### src/design/ctsm_pkg.sv
// ----------------------------------------------------------------------------
// Core-to-core sharing monitor package
// Shared field widths, action codes, controller states and the command and
// status bundles that pass between the controller and the datapath.
// ----------------------------------------------------------------------------
package ctsm_pkg;

  // Field widths fixed by the event format.
  localparam int ACTION_W    = 2;
  localparam int CPU_W       = 3;
  localparam int ADDR_W      = 64;
  localparam int BLOCK_SHIFT = 6;
  localparam int TAG_W       = ADDR_W - BLOCK_SHIFT;
  localparam int LEN_W       = 31;
  localparam int CNT_W32     = 32;

  // Interval length after reset.
  localparam logic [LEN_W-1:0] DEFAULT_INTERVAL = 31'd10000000;

  // Event action codes.
  typedef enum logic [ACTION_W-1:0] {
    ACT_RETIRE = 2'd0,
    ACT_LOAD   = 2'd1,
    ACT_STORE  = 2'd2,
    ACT_NONE   = 2'd3
  } action_t;

  // Controller states.
  typedef enum logic [2:0] {
    S_IDLE,
    S_DISPATCH,
    S_READ,
    S_COMPARE,
    S_RESULT
  } state_t;

  // Commands from the controller to the datapath.
  typedef struct packed {
    logic accept;      // capture the incoming event, clear the flags
    logic retire;      // count a core 0 retirement
    logic scan_start;  // begin the table walk at entry zero
    logic advance;     // step to the next table entry
    logic match_upd;   // update the entry that matched
    logic miss_upd;    // no entry matched: allocate on a store
    logic load_out;    // move the result into the output register
  } cmd_t;

  // Status from the datapath to the controller.
  typedef struct packed {
    logic is_retire;   // latched event is a core 0 retirement
    logic is_mem;      // latched event is a tracked load or store
    logic tbl_empty;   // no entry allocated yet
    logic tag_match;   // entry just read matches the block
    logic last_entry;  // entry just read is the last allocated one
    logic out_free;    // output register can take a result
  } status_t;

endpackage

### src/design/ctsm_if.sv
// ----------------------------------------------------------------------------
// Core-to-core sharing monitor channels
// Valid/ready channels for the event input, the result output and the
// interval length configuration write.
// ----------------------------------------------------------------------------

// Event input channel.
interface ctsm_in_if;
  import ctsm_pkg::*;
  logic              valid;
  logic              ready;
  logic [ACTION_W-1:0] action;
  logic [CPU_W-1:0]  cpu;
  logic [ADDR_W-1:0] phys_addr;
  logic              is_io;

  modport source (output valid, action, cpu, phys_addr, is_io, input ready);
  modport sink   (input valid, action, cpu, phys_addr, is_io, output ready);
endinterface

// Result output channel.
interface ctsm_out_if;
  import ctsm_pkg::*;
  logic               valid;
  logic               ready;
  logic               interval_end;
  logic [CNT_W32-1:0] interval_count;
  logic [CNT_W32-1:0] interval_number;
  logic               entry_hit;
  logic               transfer_seen;
  logic               table_full;

  modport source (output valid, interval_end, interval_count, interval_number,
                  entry_hit, transfer_seen, table_full, input ready);
  modport sink   (input valid, interval_end, interval_count, interval_number,
                  entry_hit, transfer_seen, table_full, output ready);
endinterface

// Configuration write channel.
interface ctsm_cfg_if;
  import ctsm_pkg::*;
  logic             valid;
  logic             ready;
  logic [LEN_W-1:0] retire_period;

  modport source (output valid, retire_period, input ready);
  modport sink   (input valid, retire_period, output ready);
endinterface

### src/design/ctsm_ctrl.sv
// ----------------------------------------------------------------------------
// Core-to-core sharing monitor controller
// Sequences one event at a time: capture, dispatch, table walk with one
// memory read per entry, and hand-off to the output register.
// ----------------------------------------------------------------------------
module ctsm_ctrl (
  input  logic              clk,
  input  logic              rst_n,
  input  logic              in_valid,
  output logic              in_ready,
  input  ctsm_pkg::status_t sts,
  output ctsm_pkg::cmd_t    cmd
);
  import ctsm_pkg::*;

  state_t state_r, state_nxt;

  // State register.
  always_ff @(posedge clk) begin
    if (!rst_n) begin
      state_r <= S_IDLE;
    end else begin
      state_r <= state_nxt;
    end
  end

  // Next state.
  always_comb begin
    state_nxt = state_r;
    unique case (state_r)
      S_IDLE: begin
        if (in_valid) state_nxt = S_DISPATCH;
      end
      S_DISPATCH: begin
        if (sts.is_mem && !sts.tbl_empty) state_nxt = S_READ;
        else                              state_nxt = S_RESULT;
      end
      S_READ: begin
        state_nxt = S_COMPARE;
      end
      S_COMPARE: begin
        if (sts.tag_match || sts.last_entry) state_nxt = S_RESULT;
        else                                 state_nxt = S_READ;
      end
      S_RESULT: begin
        if (sts.out_free) state_nxt = S_IDLE;
      end
      default: state_nxt = S_IDLE;
    endcase
  end

  // Commands. No transaction is taken while reset is held.
  always_comb begin
    cmd      = '0;
    in_ready = 1'b0;
    unique case (state_r)
      S_IDLE: begin
        in_ready   = rst_n;
        cmd.accept = in_valid && rst_n;
      end
      S_DISPATCH: begin
        cmd.retire     = sts.is_retire;
        cmd.scan_start = sts.is_mem && !sts.tbl_empty;
        cmd.miss_upd   = sts.is_mem && sts.tbl_empty;
      end
      S_READ: begin
      end
      S_COMPARE: begin
        cmd.match_upd = sts.tag_match;
        cmd.miss_upd  = !sts.tag_match && sts.last_entry;
        cmd.advance   = !sts.tag_match && !sts.last_entry;
      end
      S_RESULT: begin
        cmd.load_out = sts.out_free;
      end
      default: begin
      end
    endcase
  end

`ifndef ASSERT_OFF
  // A new event is taken only once the previous result has been handed off.
  a_accept_after_result: assert property (@(posedge clk) disable iff (!rst_n)
    cmd.accept |-> ($past(state_r) == S_RESULT || $past(state_r) == S_IDLE))
    else $error("event accepted during processing");

  // Every compare follows a memory read cycle.
  a_compare_after_read: assert property (@(posedge clk) disable iff (!rst_n)
    (state_r == S_COMPARE) |-> ($past(state_r) == S_READ))
    else $error("compare without a preceding read");

  // Table updates are mutually exclusive with walking on.
  a_one_walk_cmd: assert property (@(posedge clk) disable iff (!rst_n)
    $countones({cmd.match_upd, cmd.miss_upd, cmd.advance, cmd.scan_start}) <= 1)
    else $error("conflicting table commands");
`endif

endmodule

### src/design/ctsm_dp.sv
// ----------------------------------------------------------------------------
// Core-to-core sharing monitor datapath
// Holds the event being processed, the block table memory, the allocation
// count, the retire and transfer counters and the output register.
// ----------------------------------------------------------------------------
module ctsm_dp #(
  parameter int TABLE_ENTRIES = 64,
  parameter int NUM_CORES     = 8
) (
  input  logic                          clk,
  input  logic                          rst_n,
  input  ctsm_pkg::cmd_t                cmd,
  output ctsm_pkg::status_t             sts,
  input  logic [ctsm_pkg::ACTION_W-1:0] in_action,
  input  logic [ctsm_pkg::CPU_W-1:0]    in_cpu,
  input  logic [ctsm_pkg::ADDR_W-1:0]   in_phys_addr,
  input  logic                          in_is_io,
  input  logic                          cfg_we,
  input  logic [ctsm_pkg::LEN_W-1:0]    cfg_retire_period,
  output logic                          out_valid,
  input  logic                          out_ready,
  output logic                          out_interval_end,
  output logic [ctsm_pkg::CNT_W32-1:0]  out_interval_count,
  output logic [ctsm_pkg::CNT_W32-1:0]  out_interval_number,
  output logic                          out_entry_hit,
  output logic                          out_transfer_seen,
  output logic                          out_table_full
);
  import ctsm_pkg::*;

  localparam int IDX_W  = $clog2(TABLE_ENTRIES);
  localparam int FILL_W = $clog2(TABLE_ENTRIES + 1);
  localparam int WORD_W = TAG_W + NUM_CORES;

  // Latched event.
  logic [ACTION_W-1:0] action_r;
  logic [CPU_W-1:0]    cpu_r;
  logic [TAG_W-1:0]    tag_r;
  logic                io_r;

  // Table memory: block tag over sharer mask.
  logic [WORD_W-1:0]   mem [TABLE_ENTRIES];
  logic [WORD_W-1:0]   rd_q;
  logic                mem_we;
  logic [IDX_W-1:0]    mem_waddr;
  logic [WORD_W-1:0]   mem_wdata;

  // Walk and allocation state.
  logic [FILL_W-1:0]   scan_idx_r;
  logic [FILL_W-1:0]   next_free_r;
  logic [FILL_W-1:0]   scan_inc;

  // Counters and configuration.
  logic [CNT_W32-1:0]  xfer_cnt_r;
  logic [CNT_W32-1:0]  retire_cnt_r;
  logic [CNT_W32-1:0]  interval_id_r;
  logic [LEN_W-1:0]    len_r;
  logic [CNT_W32-1:0]  retire_sum;
  logic                retire_ends;

  // Result flags of the current event and the output register.
  logic                end_r, hit_r, xfer_r, full_r;
  logic [CNT_W32-1:0]  count_r;
  logic                out_valid_r;

  logic                cpu_ok;
  logic [NUM_CORES-1:0] cpu_bit;
  logic [TAG_W-1:0]    rd_tag;
  logic [NUM_CORES-1:0] rd_sh;
  logic                tbl_has_room;
  logic                new_sharer;

  // Event decode.
  always_comb begin
    cpu_ok = 32'(cpu_r) < 32'(NUM_CORES);
    for (int i = 0; i < NUM_CORES; i++) begin
      cpu_bit[i] = (32'(cpu_r) == 32'(i));
    end
  end

  assign rd_tag       = rd_q[WORD_W-1:NUM_CORES];
  assign rd_sh        = rd_q[NUM_CORES-1:0];
  assign scan_inc     = scan_idx_r + FILL_W'(1);
  assign tbl_has_room = next_free_r < FILL_W'(TABLE_ENTRIES);
  assign new_sharer   = (rd_sh & cpu_bit) == '0;
  assign retire_sum   = retire_cnt_r + CNT_W32'(1);
  assign retire_ends  = retire_sum >= {1'b0, len_r};

  // Status to the controller.
  always_comb begin
    sts.is_retire  = (action_r == ACT_RETIRE) && (cpu_r == '0);
    sts.is_mem     = ((action_r == ACT_LOAD) || (action_r == ACT_STORE)) && !io_r && cpu_ok;
    sts.tbl_empty  = next_free_r == '0;
    sts.tag_match  = rd_tag == tag_r;
    sts.last_entry = scan_inc == next_free_r;
    sts.out_free   = !out_valid_r || out_ready;
  end

  // Table write port: update of the matched entry or allocation of a new one.
  always_comb begin
    mem_we    = 1'b0;
    mem_waddr = scan_idx_r[IDX_W-1:0];
    mem_wdata = {tag_r, cpu_bit};
    if (cmd.match_upd) begin
      if (action_r == ACT_STORE) begin
        mem_we = 1'b1;
      end else if (new_sharer) begin
        mem_we    = 1'b1;
        mem_wdata = {tag_r, rd_sh | cpu_bit};
      end
    end else if (cmd.miss_upd && (action_r == ACT_STORE) && tbl_has_room) begin
      mem_we    = 1'b1;
      mem_waddr = next_free_r[IDX_W-1:0];
    end
  end

  // Table memory with registered read at the walk index.
  always_ff @(posedge clk) begin
    if (mem_we) begin
      mem[mem_waddr] <= mem_wdata;
    end
    rd_q <= mem[scan_idx_r[IDX_W-1:0]];
  end

  // Event capture and walk index.
  always_ff @(posedge clk) begin
    if (cmd.accept) begin
      action_r <= in_action;
      cpu_r    <= in_cpu;
      tag_r    <= in_phys_addr[ADDR_W-1:BLOCK_SHIFT];
      io_r     <= in_is_io;
    end
    if (cmd.scan_start) begin
      scan_idx_r <= '0;
    end else if (cmd.advance) begin
      scan_idx_r <= scan_inc;
    end
  end

  // Per-event result flags.
  always_ff @(posedge clk) begin
    if (!rst_n) begin
      end_r   <= 1'b0;
      count_r <= '0;
      hit_r   <= 1'b0;
      xfer_r  <= 1'b0;
      full_r  <= 1'b0;
    end else if (cmd.accept) begin
      end_r   <= 1'b0;
      count_r <= '0;
      hit_r   <= 1'b0;
      xfer_r  <= 1'b0;
      full_r  <= 1'b0;
    end else begin
      if (cmd.retire && retire_ends) begin
        end_r   <= 1'b1;
        count_r <= xfer_cnt_r;
      end
      if (cmd.match_upd) begin
        hit_r <= 1'b1;
        if ((action_r == ACT_LOAD) && new_sharer) xfer_r <= 1'b1;
      end
      if (cmd.miss_upd && (action_r == ACT_STORE) && !tbl_has_room) begin
        full_r <= 1'b1;
      end
    end
  end

  // Allocation count, counters and interval length.
  always_ff @(posedge clk) begin
    if (!rst_n) begin
      next_free_r   <= '0;
      xfer_cnt_r    <= '0;
      retire_cnt_r  <= '0;
      interval_id_r <= '0;
      len_r         <= DEFAULT_INTERVAL;
    end else begin
      if (cfg_we) len_r <= cfg_retire_period;
      if (cmd.miss_upd && (action_r == ACT_STORE) && tbl_has_room) begin
        next_free_r <= next_free_r + FILL_W'(1);
      end
      if (cmd.retire) begin
        if (retire_ends) begin
          interval_id_r <= interval_id_r + CNT_W32'(1);
          xfer_cnt_r    <= '0;
          retire_cnt_r  <= '0;
        end else begin
          retire_cnt_r <= retire_sum;
        end
      end else if (cmd.match_upd && (action_r == ACT_LOAD) && new_sharer &&
                   (xfer_cnt_r != '1)) begin
        xfer_cnt_r <= xfer_cnt_r + CNT_W32'(1);
      end
    end
  end

  // Output register.
  always_ff @(posedge clk) begin
    if (!rst_n) begin
      out_valid_r <= 1'b0;
    end else if (cmd.load_out) begin
      out_valid_r <= 1'b1;
    end else if (out_ready) begin
      out_valid_r <= 1'b0;
    end
  end

  always_ff @(posedge clk) begin
    if (cmd.load_out) begin
      out_interval_end    <= end_r;
      out_interval_count  <= count_r;
      out_interval_number <= interval_id_r;
      out_entry_hit       <= hit_r;
      out_transfer_seen   <= xfer_r;
      out_table_full      <= full_r;
    end
  end

  assign out_valid = out_valid_r;

`ifndef ASSERT_OFF
  // The allocation count never runs past the table size.
  a_fill_bound: assert property (@(posedge clk) disable iff (!rst_n)
    next_free_r <= FILL_W'(TABLE_ENTRIES))
    else $error("allocation count beyond table size");

  // A dropped store only happens with the table full.
  a_full_when_full: assert property (@(posedge clk) disable iff (!rst_n)
    full_r |-> (next_free_r == FILL_W'(TABLE_ENTRIES)))
    else $error("store dropped while entries are free");

  // A drop and a hit cannot come from the same event.
  a_full_no_hit: assert property (@(posedge clk) disable iff (!rst_n)
    full_r |-> (!hit_r && !xfer_r))
    else $error("dropped store also flagged as hit");

  // Closing an interval clears both counters.
  a_interval_clear: assert property (@(posedge clk) disable iff (!rst_n)
    (cmd.retire && retire_ends) |=> (xfer_cnt_r == '0 && retire_cnt_r == '0))
    else $error("counters not cleared at interval end");
`endif

endmodule

### src/design/core_to_core_sharing_monitor_top.sv
// ----------------------------------------------------------------------------
// Core-to-core sharing monitor
// Tracks which cores share each 64-byte block, counts core-to-core transfers
// and reports the count at the end of every core 0 retirement interval.
// ----------------------------------------------------------------------------
// Sequence: an accepted event is dispatched; a retirement or an ignored event
//   then goes to the result state, while a load or store first walks up to
//   TABLE_ENTRIES allocated entries, one read and one compare each, to a match
//   or the last (none if empty). The result waits for a free output register;
//   the next event is accepted the cycle after it moves into that register.
// Reset: synchronous, active low; the table is empty at once (fill count),
//   with no clearing pass, and the interval length returns to 10000000.
module core_to_core_sharing_monitor_top #(
  parameter int TABLE_ENTRIES = 64,
  parameter int NUM_CORES     = 8
) (
  input  logic       clk,
  input  logic       rst_n,
  ctsm_in_if.sink    in_ch,
  ctsm_out_if.source out_ch,
  ctsm_cfg_if.sink   cfg_ch
);
  import ctsm_pkg::*;

  cmd_t    cmd;
  status_t sts;
  logic    in_ready;

  // Configuration writes are taken whenever reset is released.
  assign cfg_ch.ready = rst_n;
  assign in_ch.ready  = in_ready;

  // Event sequencing.
  ctsm_ctrl u_ctrl (
    .clk      (clk),
    .rst_n    (rst_n),
    .in_valid (in_ch.valid),
    .in_ready (in_ready),
    .sts      (sts),
    .cmd      (cmd)
  );

  // Table, counters and output register.
  ctsm_dp #(
    .TABLE_ENTRIES (TABLE_ENTRIES),
    .NUM_CORES     (NUM_CORES)
  ) u_dp (
    .clk                 (clk),
    .rst_n               (rst_n),
    .cmd                 (cmd),
    .sts                 (sts),
    .in_action           (in_ch.action),
    .in_cpu              (in_ch.cpu),
    .in_phys_addr        (in_ch.phys_addr),
    .in_is_io            (in_ch.is_io),
    .cfg_we              (cfg_ch.valid),
    .cfg_retire_period   (cfg_ch.retire_period),
    .out_valid           (out_ch.valid),
    .out_ready           (out_ch.ready),
    .out_interval_end    (out_ch.interval_end),
    .out_interval_count  (out_ch.interval_count),
    .out_interval_number (out_ch.interval_number),
    .out_entry_hit       (out_ch.entry_hit),
    .out_transfer_seen   (out_ch.transfer_seen),
    .out_table_full      (out_ch.table_full)
  );

endmodule

### src/flat_wrapper.sv
// flat-port wrapper written by rule: the top's interface ports become plain ports
module core_to_core_sharing_monitor_top_flat import ctsm_pkg::*;
#(
  parameter int TABLE_ENTRIES = 64,
  parameter int NUM_CORES     = 8
)
  (clk, rst_n, in_ch_valid, in_ch_action, in_ch_cpu, in_ch_phys_addr, in_ch_is_io, in_ch_ready, out_ch_valid, out_ch_interval_end, out_ch_interval_count, out_ch_interval_number, out_ch_entry_hit, out_ch_transfer_seen, out_ch_table_full, out_ch_ready, cfg_ch_valid, cfg_ch_retire_period, cfg_ch_ready);
  ctsm_in_if in_ch_i ();
  ctsm_out_if out_ch_i ();
  ctsm_cfg_if cfg_ch_i ();
  input  logic clk;
  input  logic rst_n;
  input wire logic [$bits(in_ch_i.valid)-1:0] in_ch_valid;
  input wire logic [$bits(in_ch_i.action)-1:0] in_ch_action;
  input wire logic [$bits(in_ch_i.cpu)-1:0] in_ch_cpu;
  input wire logic [$bits(in_ch_i.phys_addr)-1:0] in_ch_phys_addr;
  input wire logic [$bits(in_ch_i.is_io)-1:0] in_ch_is_io;
  output wire logic [$bits(in_ch_i.ready)-1:0] in_ch_ready;
  output wire logic [$bits(out_ch_i.valid)-1:0] out_ch_valid;
  output wire logic [$bits(out_ch_i.interval_end)-1:0] out_ch_interval_end;
  output wire logic [$bits(out_ch_i.interval_count)-1:0] out_ch_interval_count;
  output wire logic [$bits(out_ch_i.interval_number)-1:0] out_ch_interval_number;
  output wire logic [$bits(out_ch_i.entry_hit)-1:0] out_ch_entry_hit;
  output wire logic [$bits(out_ch_i.transfer_seen)-1:0] out_ch_transfer_seen;
  output wire logic [$bits(out_ch_i.table_full)-1:0] out_ch_table_full;
  input wire logic [$bits(out_ch_i.ready)-1:0] out_ch_ready;
  input wire logic [$bits(cfg_ch_i.valid)-1:0] cfg_ch_valid;
  input wire logic [$bits(cfg_ch_i.retire_period)-1:0] cfg_ch_retire_period;
  output wire logic [$bits(cfg_ch_i.ready)-1:0] cfg_ch_ready;
  assign in_ch_i.valid = in_ch_valid;
  assign in_ch_i.action = in_ch_action;
  assign in_ch_i.cpu = in_ch_cpu;
  assign in_ch_i.phys_addr = in_ch_phys_addr;
  assign in_ch_i.is_io = in_ch_is_io;
  assign in_ch_ready = in_ch_i.ready;
  assign out_ch_valid = out_ch_i.valid;
  assign out_ch_interval_end = out_ch_i.interval_end;
  assign out_ch_interval_count = out_ch_i.interval_count;
  assign out_ch_interval_number = out_ch_i.interval_number;
  assign out_ch_entry_hit = out_ch_i.entry_hit;
  assign out_ch_transfer_seen = out_ch_i.transfer_seen;
  assign out_ch_table_full = out_ch_i.table_full;
  assign out_ch_i.ready = out_ch_ready;
  assign cfg_ch_i.valid = cfg_ch_valid;
  assign cfg_ch_i.retire_period = cfg_ch_retire_period;
  assign cfg_ch_ready = cfg_ch_i.ready;
  core_to_core_sharing_monitor_top #(.TABLE_ENTRIES(TABLE_ENTRIES), .NUM_CORES(NUM_CORES)) u_core (.clk(clk), .rst_n(rst_n), .in_ch(in_ch_i), .out_ch(out_ch_i), .cfg_ch(cfg_ch_i));
endmodule
### config.mk
export PLATFORM = sky130hd
export DESIGN_NAME = core_to_core_sharing_monitor_top_flat
export DESIGN_NICKNAME = d
export VERILOG_FILES = /design/src/design/ctsm_pkg.sv /design/src/design/ctsm_if.sv /design/src/design/ctsm_ctrl.sv /design/src/design/ctsm_dp.sv /design/src/design/core_to_core_sharing_monitor_top.sv /design/src/flat_wrapper.sv
export SDC_FILE = /design/constraint.sdc
export NUM_CORES = 2
export LEC_CHECK = 0
export BUFFER_PORTS_ARGS = -buffer_cell sky130_fd_sc_hd__buf_2
export CELL_PAD_IN_SITES_DETAIL_PLACEMENT = 1
export CELL_PAD_IN_SITES_GLOBAL_PLACEMENT = 1
export CORE_ASPECT_RATIO = 1.2
export CORE_UTILIZATION = 51
export DETAILED_ROUTE_END_ITERATION = 8
export GPL_ROUTABILITY_DRIVEN = 1
export PLACE_DENSITY_LB_ADDON = 0.05
export REMOVE_ABC_BUFFERS = 1
export SYNTH_ARGS = -nofsm -noshare
export SYNTH_HDL_FRONTEND = slang
export SYNTH_MEMORY_MAX_BITS = 65536
export SYNTH_SLANG_ARGS = --single-unit
### constraint.sdc
create_clock -name clk -period 6.4 [get_ports clk]
set_input_delay 0.96 -clock clk [delete_from_list [all_inputs] [get_ports clk]]
set_output_delay 0.96 -clock clk [all_outputs]
set_load 0.005 [all_outputs]
Word level (Yosys, flattened, before mapping)

Memory sizes are Yosys's and may differ from the RTL's. A register that Yosys moved wholly into a read port is not among the register bits.
Index checks and enable logic that the tools add are counted.

Order comparisons: 2
Add/subtract/negate cells: 5
Bitwise gates (word level): 3
Reduce and logical (&&, ||, !) cells: 36
Muxes and demuxes: 28
Eq/ne operators: 19

Operators with widths:

| operator                                                              | number |
|---|---|
| 32-bit two-way mux                                                    | 4 |
| 32-bit by 1-bit adder with 32-bit output, second input constant       | 3 |
| 58-bit equality test                                                  | 1 |
| 32-bit by 31-bit >= comparator with 1-bit output                      | 1 |
| 32-bit != test, second input constant                                 | 1 |
| 8-bit two-way mux                                                     | 3 |
| 3-bit equality test, second input constant                            | 5 |
| 1-bit logical AND                                                     | 15 |
| 3-bit one-hot mux with 5 select lines                                 | 1 |
| 7-bit by 1-bit adder with 7-bit output, second input constant         | 2 |
| 3-bit by 2-bit equality test with 1-bit output, second input constant | 4 |
| 3-bit two-way mux                                                     | 4 |
| 6-bit two-way mux                                                     | 2 |
| 1-bit two-way mux                                                     | 11 |
| 8-bit AND                                                             | 1 |
| 8-bit zero test                                                       | 1 |
| 8-bit bitwise OR                                                      | 1 |
| 2-bit AND reduction                                                   | 4 |
| 7-bit equality test                                                   | 1 |
| 7-bit zero test                                                       | 1 |
| 7-bit < comparator, second input constant                             | 1 |
| 3-bit by 1-bit equality test with 1-bit output, second input constant | 2 |
| 1-bit zero test                                                       | 6 |
| 3-bit zero test                                                       | 2 |
| 11 further kinds                                                      | 16 |

Flip-flop bits (word level): 313
Memories kept: 1
Bits in writable memories: 4,224
Output and inout port bits: 71

Memory list:

| memory          | words | width | read ports | clocked after memory_dff | wr ports | line          | RTL |
|---|---|---|---|---|---|---|---|
| u_core.u_dp.mem | 64    | 66    | 1          | 1                        | 1        | ctsm_dp.sv:42 | `logic [WORD_W-1:0] mem [TABLE_ENTRIES];` |

Logic depth before layout (Yosys ltp)

Depth after elaboration: 11
Depth in mapped cells: 19
Mapped depth without buffers: 16

Modules after synthesis

Synthesis repeated with hierarchy kept, for this count alone.

Cell total of the unflattened synthesis: 7,512
Area total of the unflattened synthesis: 175,464.5 sq um

By module, submodules not included:

| module                           | area an instance (sq um) | cells each | instances | sequential area each (sq um) |
|---|---|---|---|---|
| ctsm_dp                          | 175,230.6                | 7,482      | 1         | 135,690.1 |
| ctsm_ctrl                        | 226.5                    | 29         | 1         | 60.1 |
| core_to_core_sharing_monitor_top | 7.5                      | 1          | 1         | 0.0 |

Worst setup path after synthesis

OpenSTA, ideal clock, no wires.

Kind: register to register
From: register u_core.u_dp.tag_r[15]
To: memory u_core.u_dp.mem[35][0] (netlist name) (enable)
Cell stages (with the launch flop): 10
Library setup time: 0.497 ns
Data required time: 5.903 ns
Slack: 0.217 ns
Path buffers: 1
Clock period less this slack: 6.183 ns
Arrival time: 5.686 ns
Cells stage by stage: edfxtp_1 > xnor2_1 > nand4_1 > nor4_1 > and4_1 > o31ai_4 > and2_1 > buf_2 > o32ai_1 > nor2b_1

Longest elaborated chain between the ends: 10
Elaborated cells between the ends (all ways): 13
Those cells by class: eq/ne: 1; mux: 8; reduce/logical: 4

Ends and longest elaborated chain:

| item                                    | line            | RTL |
|---|---|---|
| start: declaration                      | ctsm_dp.sv:38   | `logic [TAG_W-1:0] tag_r;` |
| start signal: assignment                | ctsm_dp.sv:130  | `tag_r <= in_phys_addr[ADDR_W-1:BLOCK_SHIFT];` |
| 58-bit equality test *                  | ctsm_dp.sv:94   | `sts.tag_match = rd_tag == tag_r;` |
| 1-bit zero test                         | ctsm_ctrl.sv:70 | `cmd.miss_upd = !sts.tag_match && sts.last_entry;` |
| 1-bit logical AND                       | ctsm_ctrl.sv:70 |  |
| 1-bit one-hot mux with 2 select lines   | ctsm_ctrl.sv:56 | `unique case (state_r)` |
| 1-bit logical AND (2 in series)         | ctsm_dp.sv:111  | `end else if (cmd.miss_upd && (action_r == ACT_STORE) && tbl_has_room) begin` |
| 1-bit two-way mux                       | ctsm_dp.sv:111  |  |
| 1-bit two-way mux                       | ctsm_dp.sv:104  | `if (cmd.match_upd) begin` |
| 1-bit two-way mux                       | ctsm_dp.sv:119  | `if (mem_we) begin` |
| 1-bit two-way mux (implied by the code) | ctsm_dp.sv:120  | `mem[mem_waddr] <= mem_wdata;` |
| end: declaration                        | ctsm_dp.sv:42   |  |

Mark *: on every way between the ends. The rest lies on a longest branch, timed or not.

Worst setup path after layout

From: register u_core.u_dp.tag_r[56]
To: memory u_core.u_dp.mem[4][36] (netlist name) (enable)

The elaborated chain is that of the path after synthesis.

==> run summary <==
• **result of the run** finished clean
• **path length in cells of the critical path** 11
• **unrepaired setup endpoints after global routing** false
• **number of setup violations in the final report** 0
• **Regs by FF count** u_core.u_dp.mem (4224), u_core.u_dp.rd_q (66), u_core.u_dp.tag_r (58)
• **initial DRC count** 9,487
• **flip-flop count of the largest register after layout** 4,224
• **most used flip-flop cell after synthesis** sky130_fd_sc_hd__edfxtp_1
• **first-pass GRT wire length** 674.0 mm
• **CTS tree** built
• **hold violation total from the final report** 0
• **Final Wtd Congestion** 0.7914
• **worst hold-check path type** input pin to flip-flop
• **number of enable flip-flop cells after synthesis** 4,356
• **worst setup path endpoint** u_core.u_dp.mem[4][36]
• **clock tree sinks** 4,603
• **critical path start-end classification** flip-flop to flip-flop
• **delay-heaviest family, CP** simple AND/OR/NAND/NOR gates
• **number of hold buffers added after CTS** 0
• **mean instance size in the synthesized netlist** 23.35 sq um
• **buffer cell driving the clock tree root** sky130_fd_sc_hd__clkbuf_16
• **post-synthesis cell count** 7,510
• **count of buffer and inverter cells on the critical path** 3
• **transition time at the pin with the least slew margin** 1.284 ns
• **Min Clock Period, post-route** 5.527 ns
• **cell with the largest stage delay on the worst path** sky130_fd_sc_hd__a21oi_2
• **highest fanout seen on the critical path** 65
• **via count of the first global-routing pass** 86,689
• **number of max-slew violations in the final report** 0
• **Area Overhead vs Synth** 14.58%
• **number of antenna violations at the first check in global routing** 11
• **clock buffers created by TritonCTS** 446
• **#FFs+latches synth** 4,603
• **critical path cell sequence** buf_4 > xnor2_1 > nand4_1 > nor4_1 > and4_1 > o31ai_4 > and2_1 > a21oi_2 > nor2_4 > buf_12 > buf_12
• **number of buffers on the longest clock path** 4
• **GRT Util Overall** 28.16%
• **worst reg-to-reg setup slack** 0.87 ns
• **Antenna Nets Post-Route** 0
• **required time at the worst-slack endpoint** 7.10 ns
• **Peak Freq** 180.9 MHz
• **die width** 537.3 microns
• **hold slack** 0.1445 ns
• **die extent in y** 644.4 microns
• **pin count of the biggest net entering global routing** 142
• **crit path DAT** 6.23 ns
• **clock insertion delay at the later pin of the skew report** 0.99 ns
• **critical path launch point** u_core.u_dp.tag_r[56]
• **vias per cell** 6.416
• **setup repair bufs after CTS** 0
• **Worst Setup End Kind** flip-flop
• **area of the die** 0.3463 sq mm
• **worst slew margin relative to its limit** 14.06%
• **Cell variety after synth** 73
• **overflow left after global routing** 0
• **clock skew after layout** 0.03715 ns
• **initial core utilization** 51.33%
• **worst reg2reg path startpoint** u_core.u_dp.tag_r[56]
• **number of iterations in the first detailed-routing pass** 5
• **total detailed-routing wirelength** 484.3 mm
• **reg-to-reg critical path endpoint** u_core.u_dp.mem[4][36]
• **Max-Cap Viols** 0
• **Most flops, register** u_core.u_dp.mem
• **number of cells upsized or downsized after cts** 0
• **Post-Syn Area** 0.1754 sq mm
• **NumNets Final** 8,273
• **Vias** 83,519
• **power density over cell area** 311.5 mW/mm^2
• **worst-case vdd ir drop** 0.3153 mV
• **total of fill cells in the finished design** 27,729
• **CP dominant cell by count** sky130_fd_sc_hd__buf_12
• **startpoint class of the critical path** flip-flop
• **Async SR Flop Fraction** 0%
• **share of post-route cells with drive strength above 1** 31.63%
• **total core area** 0.3417 sq mm
• **count of boundary I/O pins** 177
• **DRC errors left** 0
• **total area of multi-input combinational cells** 0.03853 sq mm
• **count of input and output buffers** 170
• **cell row count** 235
• **depth of the most critical reg-to-reg path** 11
• **CTS clock-pin slew for the worst setup and hold paths** 0.06 ns
• **post-synthesis sequential area ratio** 77.40%
• **CTS H-tree lvls** 5
• **combined flip-flop and latch cell area** 0.1358 sq mm
• **Slowest Stage Delay on Critical Path** 0.92 ns
• **final period utilization** 86.36%
• **final total negative setup slack** 0 ns
• **post-detailed-route wirelength per cell** 37.21 microns
• **leakage power** 0.06115 uW
• **yosys warns** 0
• **HPWL after DPL** 265.9 mm
[metal layers]
layer | share of wire, % | track usage, %
met1 | 40 | 38.92
met2 | 51 | 47.74
met3 | 6.6 | 3.870
met4 | 2.6 | 6.769
met5 | 0.0056 | 0
[metrics by stage]
step	power (uW)	worst slack, ns	util, %	cells	instance area (sq um)
after CTS	63110	0.8681	58.82	13013	201000
after detailed placement	36950	0.9004	54.55	12182	186400
after global routing	64220	0.7206	58.82	13014	201000
final	62610	0.8728	58.82	13018	201000
after floorplan	37770	-47.27	-	7123	173900
after global placement	36890	0.9674	54.55	12182	186400
[worst min path at each step]
stage                                      start                                end  slack [ns]  depth (start not counted)
after floorplan           u_core.u_dp.count_r[0]  u_core.u_dp.out_interval_count[0]        0.41                          0
after global placement    u_core.u_dp.count_r[8]  u_core.u_dp.out_interval_count[8]        0.42                          0
after detailed placement  u_core.u_dp.count_r[9]  u_core.u_dp.out_interval_count[9]        0.42                          0
after CTS                    in_ch_phys_addr[63]              u_core.u_dp.tag_r[57]        0.06                          1
after global routing         in_ch_phys_addr[63]              u_core.u_dp.tag_r[57]        0.09                          1
final                        in_ch_phys_addr[63]              u_core.u_dp.tag_r[57]        0.14                          1
[cells by family after synthesis]
kind of cell    count (synthesis)  synth area share [%]
flops                        4603                 77.40
mux                          1445                 18.13
simple gates                  584                 1.652
buf+inv                       449                0.9838
compound gates                279                0.9866
xor+xnor                      110                0.5572
fa+ha+maj                      40                0.2854
[report_power, final]
part | total [uW] | internal (uW) | switching, uW
Clock | 26400 | 15000 | 11400
Combinational | 3210 | 1550 | 1660
Sequential | 33000 | 32900 | 110
Total | 62600 | 49500 | 13100
[cell usage in the layout (no fill, tap or decap), types with 67 or more instances in the layout]
master / synthesis / layout
sky130_fd_sc_hd__edfxtp_1: 4356 / 4356
sky130_fd_sc_hd__mux4_2: 1386 / 1386
sky130_fd_sc_hd__clkbuf_16: 0 / 452
sky130_fd_sc_hd__dfxtp_1: 247 / 242
sky130_fd_sc_hd__buf_12: 0 / 195
sky130_fd_sc_hd__buf_4: 5 / 191
sky130_fd_sc_hd__buf_2: 10 / 170
sky130_fd_sc_hd__nor2_1: 179 / 119
sky130_fd_sc_hd__nand2_1: 118 / 118
sky130_fd_sc_hd__clkbuf_1: 263 / 101
sky130_fd_sc_hd__a21oi_1: 98 / 97
sky130_fd_sc_hd__xnor2_1: 90 / 90
sky130_fd_sc_hd__clkinv_1: 1 / 88
sky130_fd_sc_hd__nand3_1: 67 / 67
[Yosys cell counts, types with 6 or more instances]
cell type                  number  area [sq um]
sky130_fd_sc_hd__edfxtp_1    4356        130800
sky130_fd_sc_hd__mux4_2      1386         31210
sky130_fd_sc_hd__clkbuf_1     263         987.2
sky130_fd_sc_hd__dfxtp_1      247          4945
sky130_fd_sc_hd__nor2_1       179         671.9
sky130_fd_sc_hd__nand2_1      118         442.9
sky130_fd_sc_hd__buf_1        107         401.6
sky130_fd_sc_hd__a21oi_1       98         490.5
sky130_fd_sc_hd__xnor2_1       90         788.3
sky130_fd_sc_hd__nand3_1       67         335.3
sky130_fd_sc_hd__o21ai_0       63         315.3
sky130_fd_sc_hd__inv_1         60         225.2
sky130_fd_sc_hd__mux2i_1       59         590.6
sky130_fd_sc_hd__nand4_1       47         294.0
sky130_fd_sc_hd__ha_1          40         500.5
sky130_fd_sc_hd__or3_1         27         168.9
sky130_fd_sc_hd__nor3_1        26         130.1
sky130_fd_sc_hd__a31oi_1       22         137.6
sky130_fd_sc_hd__xor2_1        19         166.4
sky130_fd_sc_hd__and2_1        18         112.6
sky130_fd_sc_hd__and3_1        17         106.4
sky130_fd_sc_hd__nor2b_1       17         106.4
sky130_fd_sc_hd__o211ai_1      14         105.1
sky130_fd_sc_hd__o31ai_1       13         97.59
sky130_fd_sc_hd__nor4_1        12         75.07
sky130_fd_sc_hd__or4_1         12         90.09
sky130_fd_sc_hd__buf_2         10         50.05
sky130_fd_sc_hd__and4_1         9         78.83
sky130_fd_sc_hd__a32o_1         8         80.08
sky130_fd_sc_hd__nand2b_1       8         50.05
sky130_fd_sc_hd__or2_2          7         43.79
sky130_fd_sc_hd__o21a_1         6         45.04
sky130_fd_sc_hd__o22ai_1        6         37.54
[area by class of cell]
cell class,instances,share of cell area [%]
sequential,4603,67.56
multi-input combinational,2458,19.17
clock buffer,587,6.050
timing repair buffer,556,3.079
tap,4503,2.804
clock inverter,244,1.207
inverter,62,0.1227
antenna,5,0.006226
Power figures use the tool's default switching activity.
